===== src/hdl/bst_pkg.sv =====
`timescale 1ns / 1ps
// Shared types and codes for the bounded set table.
// Depends on nothing; the cell and the top level import it.
package bst_pkg;

  typedef enum logic [1:0] {
    FN_ADD    = 2'd0,
    FN_REMOVE = 2'd1,
    FN_QUERY  = 2'd2
  } func_t;

  typedef enum logic [1:0] {
    ST_DONE    = 2'd0,
    ST_FULL    = 2'd1,
    ST_PRESENT = 2'd2,
    ST_ABSENT  = 2'd3
  } status_t;

  typedef enum logic [1:0] {
    S_IDLE,
    S_CMP,
    S_EXEC,
    S_SHIFT
  } state_t;

  // Controls broadcast from the sequencer to every cell of the row.
  typedef struct packed {
    logic cmp_en;
    logic set_hole;
    logic step;
  } cell_ctrl_t;

  localparam int CountWidth = 5;
  localparam int CfgWidth   = 5;
  localparam int KeyPortWidth = 32;

endpackage


===== src/hdl/bounded_set_table.sv =====
`timescale 1ns / 1ps
// Bounded set table: distinct keys in insertion order, held in a row of cells.
// Flow: a transaction is accepted, compared in the next cycle, then acted on in
// the execute state, which sets the registered result strobe; add and query then
// return to idle. A removal that finds its key then shifts: the hole walks up the
// row one cell per cycle while inside the occupied part. Reset (rst_n low,
// synchronous) empties the set and sets the capacity limit to 16; no result stalls.
module bounded_set_table #(
  parameter int DEPTH     = 16,
  parameter int KEY_WIDTH = 32
) (
  input  logic                                clk,
  input  logic                                rst_n,
  // Command channel.
  input  logic                                start,
  output logic                                busy,
  input  logic [1:0]                          in_func,
  input  logic [bst_pkg::KeyPortWidth-1:0]    in_key,
  // Result channel, one strobe per transaction.
  output logic                                out_valid,
  output logic [1:0]                          out_status,
  output logic                                out_found,
  output logic [bst_pkg::CountWidth-1:0]      out_count,
  // Configuration write channel for the capacity limit.
  input  logic                                cfg_valid,
  output logic                                cfg_ready,
  input  logic [bst_pkg::CfgWidth-1:0]        cfg_capacity_limit
);
  import bst_pkg::*;

  // Width of the key count, which must be able to hold DEPTH itself.
  localparam int CW = $clog2(DEPTH + 1);
  // Width used for the capacity comparison, wide enough for both operands.
  localparam int LW = (CW > CfgWidth) ? CW : CfgWidth;

  state_t               state_r, state_nxt;
  logic [CW-1:0]        held_r, held_nxt;
  logic [CfgWidth-1:0]  cap_r;
  logic [1:0]           func_r;
  logic [KEY_WIDTH-1:0] key_r;

  logic                 out_valid_r, out_valid_nxt;
  logic [1:0]           out_status_r, out_status_nxt;
  logic                 out_found_r, out_found_nxt;

  cell_ctrl_t           ctrl;
  logic                 wr_cell;
  logic [KEY_WIDTH-1:0] entry_vec [DEPTH];
  logic [DEPTH-1:0]     hole_vec;
  logic [DEPTH-1:0]     match_vec;
  logic [DEPTH-1:0]     valid_vec;
  logic [DEPTH-1:0]     wr_vec;

  logic                 hit;
  logic                 shifting;
  logic                 full;
  logic [LW-1:0]        limit;
  logic [LW-1:0]        cap_ext;
  logic [LW-1:0]        held_ext;
  logic [KEY_WIDTH+KeyPortWidth-1:0] key_wide;
  logic [CW+CountWidth-1:0]          count_wide;
  logic                 accept;

  assign accept    = start && !busy;
  assign busy      = (state_r != S_IDLE);
  assign cfg_ready = 1'b1;

  // Only the low KEY_WIDTH bits of the key port take part; a port narrower than
  // KEY_WIDTH is zero-extended.
  assign key_wide = (KEY_WIDTH + KeyPortWidth)'(in_key);

  // The effective limit is the configured one clamped to the row length.
  assign cap_ext  = LW'(cap_r);
  assign held_ext = LW'(held_r);
  assign limit    = (cap_ext > LW'(DEPTH)) ? LW'(DEPTH) : cap_ext;
  assign full     = (held_ext >= limit);

  // Keys are distinct, so at most one cell matches.
  assign hit      = |match_vec;
  // A hole still inside the occupied part of the row keeps the shift going.
  assign shifting = |(hole_vec & valid_vec);

  // Sequencer: accept, compare across the row, act, then walk any hole up.
  always_comb begin
    state_nxt      = state_r;
    held_nxt       = held_r;
    out_valid_nxt  = 1'b0;
    out_status_nxt = out_status_r;
    out_found_nxt  = out_found_r;
    ctrl           = '0;
    wr_cell        = 1'b0;
    unique case (state_r)
      S_IDLE: begin
        if (accept) begin
          state_nxt = S_CMP;
        end
      end
      S_CMP: begin
        ctrl.cmp_en = 1'b1;
        state_nxt   = S_EXEC;
      end
      S_EXEC: begin
        out_valid_nxt = 1'b1;
        out_found_nxt = hit;
        state_nxt     = S_IDLE;
        case (func_r)
          FN_ADD: begin
            // The full test comes before the membership test.
            if (full) begin
              out_status_nxt = ST_FULL;
            end else if (hit) begin
              out_status_nxt = ST_PRESENT;
            end else begin
              out_status_nxt = ST_DONE;
              wr_cell        = 1'b1;
              held_nxt       = held_r + CW'(1);
            end
          end
          FN_REMOVE: begin
            if (!hit) begin
              out_status_nxt = ST_ABSENT;
            end else begin
              out_status_nxt = ST_DONE;
              ctrl.set_hole  = 1'b1;
              held_nxt       = held_r - CW'(1);
              state_nxt      = S_SHIFT;
            end
          end
          default: begin
            // Query, and the unused selector, which behaves as a query.
            out_status_nxt = hit ? ST_DONE : ST_ABSENT;
          end
        endcase
      end
      S_SHIFT: begin
        if (shifting) begin
          ctrl.step = 1'b1;
        end else begin
          state_nxt = S_IDLE;
        end
      end
      default: begin
        state_nxt = S_IDLE;
      end
    endcase
  end

  always_ff @(posedge clk) begin
    if (!rst_n) begin
      state_r     <= S_IDLE;
      held_r      <= '0;
      cap_r       <= CfgWidth'(16);
      out_valid_r <= 1'b0;
    end else begin
      state_r     <= state_nxt;
      held_r      <= held_nxt;
      out_valid_r <= out_valid_nxt;
      if (cfg_valid && cfg_ready) begin
        cap_r <= cfg_capacity_limit;
      end
    end
  end

  // Payload registers need no reset.
  always_ff @(posedge clk) begin
    if (accept) begin
      func_r <= in_func;
      key_r  <= key_wide[KEY_WIDTH-1:0];
    end
    out_status_r <= out_status_nxt;
    out_found_r  <= out_found_nxt;
  end

  // The row of cells. Each cell knows whether it is occupied and whether it is
  // the next free place; entries beyond the count are never compared.
  for (genvar i = 0; i < DEPTH; i++) begin : g_cell
    logic [KEY_WIDTH-1:0] next_entry;
    logic                 hole_in;

    assign valid_vec[i] = (CW'(i) < held_r);
    assign wr_vec[i]    = wr_cell && (held_r == CW'(i));

    if (i == DEPTH - 1) begin : g_last
      assign next_entry = '0;
    end else begin : g_mid
      assign next_entry = entry_vec[i+1];
    end

    if (i == 0) begin : g_first
      assign hole_in = 1'b0;
    end else begin : g_rest
      assign hole_in = hole_vec[i-1];
    end

    bst_cell #(
      .KEY_WIDTH (KEY_WIDTH)
    ) u_cell (
      .clk          (clk),
      .rst_n        (rst_n),
      .ctrl         (ctrl),
      .valid_i      (valid_vec[i]),
      .wr_en_i      (wr_vec[i]),
      .key_i        (key_r),
      .next_entry_i (next_entry),
      .hole_i       (hole_in),
      .entry_o      (entry_vec[i]),
      .hole_o       (hole_vec[i]),
      .match_o      (match_vec[i])
    );
  end

  // The count is reported masked to its five bits.
  assign count_wide = (CW + CountWidth)'(held_r);

  assign out_valid  = out_valid_r;
  assign out_status = out_status_r;
  assign out_found  = out_found_r;
  assign out_count  = count_wide[CountWidth-1:0];

endmodule


===== src/hdl/bst_cell.sv =====
`timescale 1ns / 1ps
// One cell of the set table: holds one key, compares it with the broadcast key
// and takes its upper neighbour's key while a removal hole passes. Uses bst_pkg.
module bst_cell #(
  parameter int KEY_WIDTH = 32
) (
  input  logic                   clk,
  input  logic                   rst_n,
  input  bst_pkg::cell_ctrl_t    ctrl,
  input  logic                   valid_i,
  input  logic                   wr_en_i,
  input  logic [KEY_WIDTH-1:0]   key_i,
  input  logic [KEY_WIDTH-1:0]   next_entry_i,
  input  logic                   hole_i,
  output logic [KEY_WIDTH-1:0]   entry_o,
  output logic                   hole_o,
  output logic                   match_o
);
  import bst_pkg::*;

  logic [KEY_WIDTH-1:0] entry_r;
  logic                 hole_r;
  logic                 match_r;

  always_ff @(posedge clk) begin
    if (wr_en_i) begin
      entry_r <= key_i;
    end else if (ctrl.step && hole_r) begin
      entry_r <= next_entry_i;
    end
  end

  always_ff @(posedge clk) begin
    if (!rst_n) begin
      hole_r  <= 1'b0;
      match_r <= 1'b0;
    end else begin
      if (ctrl.cmp_en) begin
        match_r <= valid_i && (entry_r == key_i);
      end
      // The hole moves up one cell per step.
      if (ctrl.set_hole) begin
        hole_r <= match_r;
      end else if (ctrl.step) begin
        hole_r <= hole_i;
      end
    end
  end

  assign entry_o = entry_r;
  assign hole_o  = hole_r;
  assign match_o = match_r;

endmodule

===== config.mk =====
export PLATFORM = sky130hd
export DESIGN_NAME = bounded_set_table
export DESIGN_NICKNAME = d
export VERILOG_FILES = /design/src/hdl/bst_pkg.sv /design/src/hdl/bounded_set_table.sv /design/src/hdl/bst_cell.sv
export SDC_FILE = /design/constraint.sdc
export NUM_CORES = 1
export LEC_CHECK = 0
export ABC_AREA = 1
export BUFFER_PORTS_ARGS = -buffer_cell sky130_fd_sc_hd__clkbuf_2
export CORE_UTILIZATION = 60
export DETAILED_ROUTE_END_ITERATION = 6
export PLACE_DENSITY = 0.75
export SETUP_SLACK_MARGIN = 0.2
export SYNTH_ARGS = -nofsm -noshare
export SYNTH_HDL_FRONTEND = slang
export SYNTH_HIERARCHICAL = 1
export SYNTH_SLANG_ARGS = --single-unit

===== constraint.sdc =====
create_clock -name clk -period 4.1 [get_ports clk]
set_input_delay 0.205 -clock clk [delete_from_list [all_inputs] [get_ports clk]]
set_output_delay 0.205 -clock clk [all_outputs]
set_load 0.005 [all_outputs]

== Yosys cells after proc, flatten, opt, wreduce, memory -nomap -nowiden ==
Index checks and enable logic that the tools add are counted.
Storage, ports and cells
  flip-flop bits (word level): 594
  word-level logic and storage cells: 282
  output and inout bits: 11
Cells by class
  eq/ne operators: 40
  mux-type cells: 89
  bitwise operators: 1
  $lt $le $gt $ge: 18
  reductions and logical operators: 76
  add/subtract/negate cells: 2
Operators by type and width (count)
  $mux 32: 32
  $eq 32x32->1: 16
  $logic_and 1x1->1: 49
  $mux 1: 43
  $eq 5x4->1 const B: 8
  $lt 4x5->1 const A: 8
  $reduce_bool 2->1: 19
  $reduce_or 16->1: 2
  $eq 5x3->1 const B: 4
  $lt 3x5->1 const A: 4
  $mux 5: 4
  $and 16x16->16: 1
  $mux 2: 8
  $eq 5x2->1 const B: 2
  $lt 1x5->1 const A: 2
  $lt 2x5->1 const A: 2
  $ne 2x2->1 const B: 5
  $pmux 5 s2: 1
  $pmux 2 s4: 1
  $add 5x1->5 const B: 1
  $eq 5x1->1 const B: 1
  $ge 5x5->1: 1
  $gt 5x5->1 const B: 1
  $logic_not 5->1: 1
  7 further kinds: 10

== Longest topological paths before layout ==
  word-level depth: 8
  depth in mapped cells: 16
  gate-level depth less buffers: 15

== By module ==
The synthesis kept the hierarchy.
Modules (own cells, without submodules)
  bst_cell: instances 16, seq. area each 1001.0 um^2, cells each 255, area each 1963.1 um^2
  bounded_set_table: instances 1, seq. area each 1371.3 um^2, cells each 289, area each 2581.2 um^2

== Worst setup path after synthesis ==
OpenSTA, ideal clock, no wires.
  path type: reg2reg
  from: register cap_r[0] (netlist: cap_ext[0])
  to: register g_cell[5].u_cell.entry_r[0], enable pin
  setup slack: 0.724 ns
  clock period less this slack: 3.376 ns
  arrival time: 2.986 ns
  cell stages (with the launch flop): 14
  path buffers: 1
  path through: dfxtp_1 > nor4_1 > o21ai_0 > ha_1 > nand2_1 > inv_1 > o21ai_0 > nand3_1 > inv_1 > nand3_1 > nor4_1 > inv_2 > clkbuf_1 > nand2_1
Between the ends
  cells in the longest elaborated chain, start to end: 8
RTL lines
  from (decl): line bounded_set_table.sv:38  | logic [CfgWidth-1:0] cap_r;
  from (signal assigned): line bounded_set_table.sv:152  | cap_r <= CfgWidth'(16);
  from (signal assigned): line bounded_set_table.sv:159  | cap_r <= cfg_capacity_limit;
  $gt 5x5->1: line bounded_set_table.sv:75  | assign limit = (cap_ext > LW'(DEPTH)) ? LW'(DEPTH) : cap_ext;
  $mux 5 (*): line bounded_set_table.sv:75
  $ge 5x5->1 (*): line bounded_set_table.sv:76  | assign full = (held_ext >= limit);
  $mux 1 (*): line bounded_set_table.sv:109  | if (full) begin
  $mux 1 (*): line bounded_set_table.sv:106  | case (func_r)
  $mux 1 (*): line bounded_set_table.sv:92  | unique case (state_r)
  $logic_and 1x1->1 (*): line bounded_set_table.sv:181  | assign wr_vec[i] = wr_cell && (held_r == CW'(i));
  named net wr_vec[5]: line bounded_set_table.sv:52  | logic [DEPTH-1:0] wr_vec;
  $reduce_bool 2->1 (no line) (*)
  to (signal assigned): line bst_cell.sv:27  | entry_r <= key_i;
  to (signal assigned): line bst_cell.sv:29  | entry_r <= next_entry_i;
  to (decl): line bst_cell.sv:21  | logic [KEY_WIDTH-1:0] entry_r;
The timed path passes the listed nets; every way through them passes the cells marked *.
A chain may end at the register's enable or synchronous reset.

== Worst setup path in the final report ==
  from: register cap_r[1] (netlist: cap_ext[1])
  to: register g_cell[14].u_cell.entry_r[6], enable pin
Between the ends
  cells in the longest elaborated chain, start to end: 8
RTL lines (line)
  $gt 5x5->1: bounded_set_table.sv:75
  $mux 5 (*): bounded_set_table.sv:75
  $ge 5x5->1 (*): bounded_set_table.sv:76
  $mux 1 (*): bounded_set_table.sv:109
  $mux 1 (*): bounded_set_table.sv:106
  $mux 1 (*): bounded_set_table.sv:92
  $logic_and 1x1->1 (*): bounded_set_table.sv:181
  named net wr_vec[14]: bounded_set_table.sv:52
  $reduce_bool 2->1 (no line) (*)
  to (signal assigned): bst_cell.sv:27
  to (signal assigned): bst_cell.sv:29
  to (decl): bst_cell.sv:21
Marked as above.

==> impl_metrics.sql <==
INSERT INTO impl_metrics (metric_group, metric, value, unit) VALUES
('status', 'outcome', 'finished clean', ''),
('logic_synthesis', 'synth-seq-area-share', '51.2', '%'),
('route', 'route.final.wire_length', '90300', 'µm'),
('logic_synthesis', 'syn_area_per_cell', '7.78', 'µm²'),
('logic_synthesis', 'post_synth_num_cell_types', '35', ''),
('cts', 'cts-htree-levels', '3', ''),
('logic_synthesis', 'synthesis.instances', '4369', ''),
('cells_and_area', 'sequential_area', '17400', 'µm²'),
('critical_path', 'critical_path.top_delay_family', 'simple AND/OR/NAND/NOR gates', ''),
('critical_path', 'crit_path_top_delay_cell', 'sky130_fd_sc_hd__nor4_1', ''),
('worst_hold_path', 'timing.hold.worst.start', 'start', ''),
('critical_path', 'critPathBufInv', '4', ''),
('route', 'detailroute.via_count', '28100', ''),
('timing', 'hold_ws', '191', 'ps'),
('global_routing', 'globalRoute.totalOverflow', '0', ''),
('timing', 'final.period_utilization', '78.8', '%'),
('cells_and_area', 'final_core_util', '69.0', '%'),
('place', 'dpl.hpwl', '60900', 'µm'),
('cts', 'tritoncts', 'yes', ''),
('global_routing', 'maximum_number_of_pins_on_one_net_before_global_route_repair', '53', ''),
('critical_path', 'worstSetupPathType', 'flop to flop', ''),
('cells_and_area', 'postLayoutCellArea', '38300', 'µm²'),
('logic_synthesis', 'synthesis.area', '34000', 'µm²'),
('cells_and_area', 'area_growth', '12.7', '%'),
('timing', 'slew_at_the_pin_with_the_worst_max_slew_slack', '1300', 'ps'),
('floorplanning', 'initial_cell_density_of_the_core', '61.2', '%'),
('worst_hold_path', 'worst_hold_path_type', 'input pin to flop', ''),
('timing', 'rsz0062_at_grt', 'no', ''),
('global_routing', 'grt_pass1_wl', '141000', 'µm'),
('floorplanning', 'chipWidth', '240', 'µm'),
('power', 'vdd.ir_drop.worst', '0.000344', 'V'),
('timing', 'clock_skew', '32.2', 'ps'),
('place', 'gp_congestion', '0.924', ''),
('timing', 'tns', '0', 'ps'),
('cells_and_area', 'num-nets-final', '4612', ''),
('cells_and_area', 'fillerInstances', '4513', ''),
('floorplanning', 'num_rows', '86', ''),
('critical_path', 'worstPathRequired', '4400', 'ps'),
('job', 'maxCapViolations', '0', ''),
('global_routing', 'grtUsageTotal', '31.8', '%'),
('timing', 'hold_viol', '0', ''),
('cells_and_area', 'final_layout_size_suffix_gt1_share', '8.33', '%'),
('timing', 'final_number_of_max_transition_violations', '0', ''),
('cts', 'clkLatencyLatePin', '610', 'ps'),
('floorplanning', 'top_level_i_o_count', '54', ''),
('cts', 'path_clk_slew', '70', 'ps'),
('logic_synthesis', 'synth_seq_cells', '594', ''),
('timing', 'final-setup-viol-count', '0', ''),
('critical_path', 'r2r_start', 'cap_ext[1]', ''),
('timing', 'fmax', '0.310', 'GHz'),
('power', 'power.static_leakage', '18.0', 'nW'),
('cts', 'cts_buffer_depth', '3', ''),
('cells_and_area', 'multiInputGateArea', '13600', 'µm²'),
('route', 'drt-vias-per-instance', '5.25', ''),
('cts', 'cts_made_buffers', '66', ''),
('route', 'detailedRoute.firstPassIterationCount', '6', ''),
('timing', 'worst_slew_margin_rel', '13.2', '%'),
('critical_path', 'slack_of_the_worst_reg_to_reg_path', '870', 'ps'),
('critical_path', 'setup.worst_path.start_class', 'flop', ''),
('cells_and_area', 'antenna_cells_inserted', '0', ''),
('global_routing', 'first_global_vias', '27000', ''),
('critical_path', 'critical_path.max_stage_delay', '340', 'ps'),
('route', 'drtAntennaViolNets', '0', ''),
('timing', 'fin_crit', '3230', 'ps'),
('place', 'place.port_buffers', '52', ''),
('critical_path', 'critical_path.max_fanout', '30', ''),
('critical_path', 'critPathArrivalTime', '3530', 'ps'),
('power', 'cellPowerDensity', '352', 'nW/µm²'),
('cts', 'clock-root-buffer', 'sky130_fd_sc_hd__clkbuf_16', ''),
('route', 'detail_route.wl_per_cell', '16.9', 'µm'),
('logic_synthesis', 'synth.yosys.warnings', '6', ''),
('critical_path', 'worst_setup_path_startpoint', 'cap_ext[1]', ''),
('critical_path', 'worstPathCellList', 'nor4_1 > o21ai_0 > ha_1 > nand2_1 > inv_1 > o21ai_0 > nand3_1 > inv_1 > nand2_2 > nor2_4 > nand2_2 > nor2_1 > inv_2 > nand2_1 > buf_12', ''),
('cts', 'post-cts-setup-buffer-count', '0', ''),
('route', 'post-route-drc-count', '0', ''),
('critical_path', 'cp_capture_type', 'flop', ''),
('route', 'first_drt_iteration_drcs', '2240', ''),
('floorplanning', 'die_outline_area', '57600', 'µm²'),
('floorplanning', 'core-area', '55500', 'µm²'),
('global_routing', 'antenna_found_initial', '0', ''),
('floorplanning', 'die_h', '240', 'µm'),
('cts', 'sinks_on_the_clock_net', '594', ''),
('place', 'placedInstanceArea', '35700', 'µm²');
metrics by stage:
step / instances / total power, mW / setup WS [ps]
after global routing: 5357 / 13.8 / 644
after floorplan: 4401 / 7.29 / 724
after global placement: 5193 / 7.59 / 980
final: 5357 / 13.5 / 870
after detailed placement: 5193 / 7.61 / 949
after CTS: 5357 / 13.5 / 919
path summary, 6_finish.rpt:
path	to	cells after the start
worst max-delay path	g_cell[14].u_cell/entry_o[6]	15
worst min-delay path	key_r[12]	3
worst max register to register	g_cell[14].u_cell/entry_o[6]	15
worst min register to register	g_cell[13].u_cell/match_o	2
power breakdown:
| group | leakage (nW) | internal (mW) | switching (mW) | total (mW) |
|---|---|---|---|---|
| clock | 1.03 | 3.50 | 2.42 | 5.92 |
| combinational | 11.7 | 0.294 | 0.602 | 0.896 |
| sequential | 5.32 | 6.57 | 0.0870 | 6.66 |
cells by family (layout without fill, tap and decap cells):
family | count (synthesis) | after routing | synth area share (%)
simple gates | 2314 | 2314 | 27.3
buf+inv | 826 | 1034 | 9.18
flops | 594 | 594 | 51.2
compound gates | 411 | 411 | 6.46
xor+xnor | 196 | 196 | 5.05
mux | 16 | 16 | 0.471
fa+ha+maj | 10 | 10 | 0.368
other cells | 2 | 34 | 0.0221
cell usage after synthesis (all sizes together):
cell / number / area share (%)
o211ai: 16 / 0.35
nand3: 66 / 1.3
nand4: 84 / 1.5
nor3: 3 / 0.059
conb: 2 / 0.022
inv: 725 / 8.0
xnor2: 178 / 4.6
edfxtp: 549 / 49
a21oi: 25 / 0.56
mux2i: 16 / 0.47
clkbuf: 96 / 1.1
o21ai: 354 / 5.3
clkinv: 1 / 0.011
ha: 10 / 0.37
buf: 4 / 0.092
nor2: 280 / 3.4
nor4: 4 / 0.074
xor2: 18 / 0.46
nand2: 1877 / 21
dfxtp: 45 / 2.7
o22ai: 16 / 0.29
worst register-to-register path, cell delays in order, from the launching register on:
cell and delay [ps]:
sky130_fd_sc_hd__dfxtp_1 330, sky130_fd_sc_hd__nor4_1 340, sky130_fd_sc_hd__o21ai_0 130, sky130_fd_sc_hd__ha_1 300, sky130_fd_sc_hd__nand2_1 60, sky130_fd_sc_hd__inv_1 30, sky130_fd_sc_hd__o21ai_0 160, sky130_fd_sc_hd__nand3_1 150
sky130_fd_sc_hd__inv_1 110, sky130_fd_sc_hd__nand2_2 110, sky130_fd_sc_hd__nor2_4 140, sky130_fd_sc_hd__nand2_2 140, sky130_fd_sc_hd__nor2_1 240, sky130_fd_sc_hd__inv_2 200, sky130_fd_sc_hd__nand2_1 230, sky130_fd_sc_hd__buf_12 230
metal layers:
layer	vias up	track usage [%]	routed length [µm]
met2	937	54.8	44500
met4	0	14.7	4060
met1	12900	38.5	35900
met5	-	0	0
li1	14000	-	-
met3	292	5.75	5830
what timing repair did:
| item | CTS | global route |
|---|---|---|
| gates resized for setup | 0 | 0 |
| hold buffers | 46 | 0 |
| endpoints found under the hold margin | 39 | 0 |
area by class of cell:
class                           count  area share, %
Clock buffer                       82           4.71
Clock inverter                     36          0.872
Inverter                          726           7.13
Multi-Input combinational cell   2981           35.6
Sequential cell                   594           45.4
Tap cell                          748           2.44
Timing Repair Buffer              190           3.85
state kept, by name, indices dropped and copies added (netlist names):
register and cells:
out_status 2, out_valid 1, cap_ext 5, g_cell.u_cell/hole_o 16
state_r 2, out_count 5, g_cell.u_cell/entry_o 512, key_r 32
g_cell.u_cell/match_o 16, func_r 2, out_found 1
cells in the final DEF, fill, tap and decap left out, types with 17 or more instances in the layout:
cell type | netlist | layout
sky130_fd_sc_hd__dfxtp_1 | 45 | 45
sky130_fd_sc_hd__buf_4 | 2 | 87
sky130_fd_sc_hd__nand2_1 | 1852 | 1852
sky130_fd_sc_hd__a21oi_2 | 17 | 17
sky130_fd_sc_hd__clkbuf_16 | 0 | 69
sky130_fd_sc_hd__inv_1 | 688 | 688
sky130_fd_sc_hd__xor2_1 | 18 | 18
sky130_fd_sc_hd__dlygate4sd3_1 | 0 | 46
sky130_fd_sc_hd__xnor2_1 | 178 | 178
sky130_fd_sc_hd__nor2_2 | 36 | 37
sky130_fd_sc_hd__nand3_1 | 46 | 46
sky130_fd_sc_hd__clkbuf_2 | 0 | 52
sky130_fd_sc_hd__edfxtp_1 | 549 | 549
sky130_fd_sc_hd__conb_1 | 2 | 34
sky130_fd_sc_hd__nand2_2 | 24 | 24
sky130_fd_sc_hd__inv_2 | 35 | 35
sky130_fd_sc_hd__o21ai_0 | 336 | 336
sky130_fd_sc_hd__nor2_1 | 241 | 239
sky130_fd_sc_hd__nand3_2 | 20 | 20
sky130_fd_sc_hd__nand4_1 | 84 | 84
Note: power is estimated with default switching activity, not from simulation.
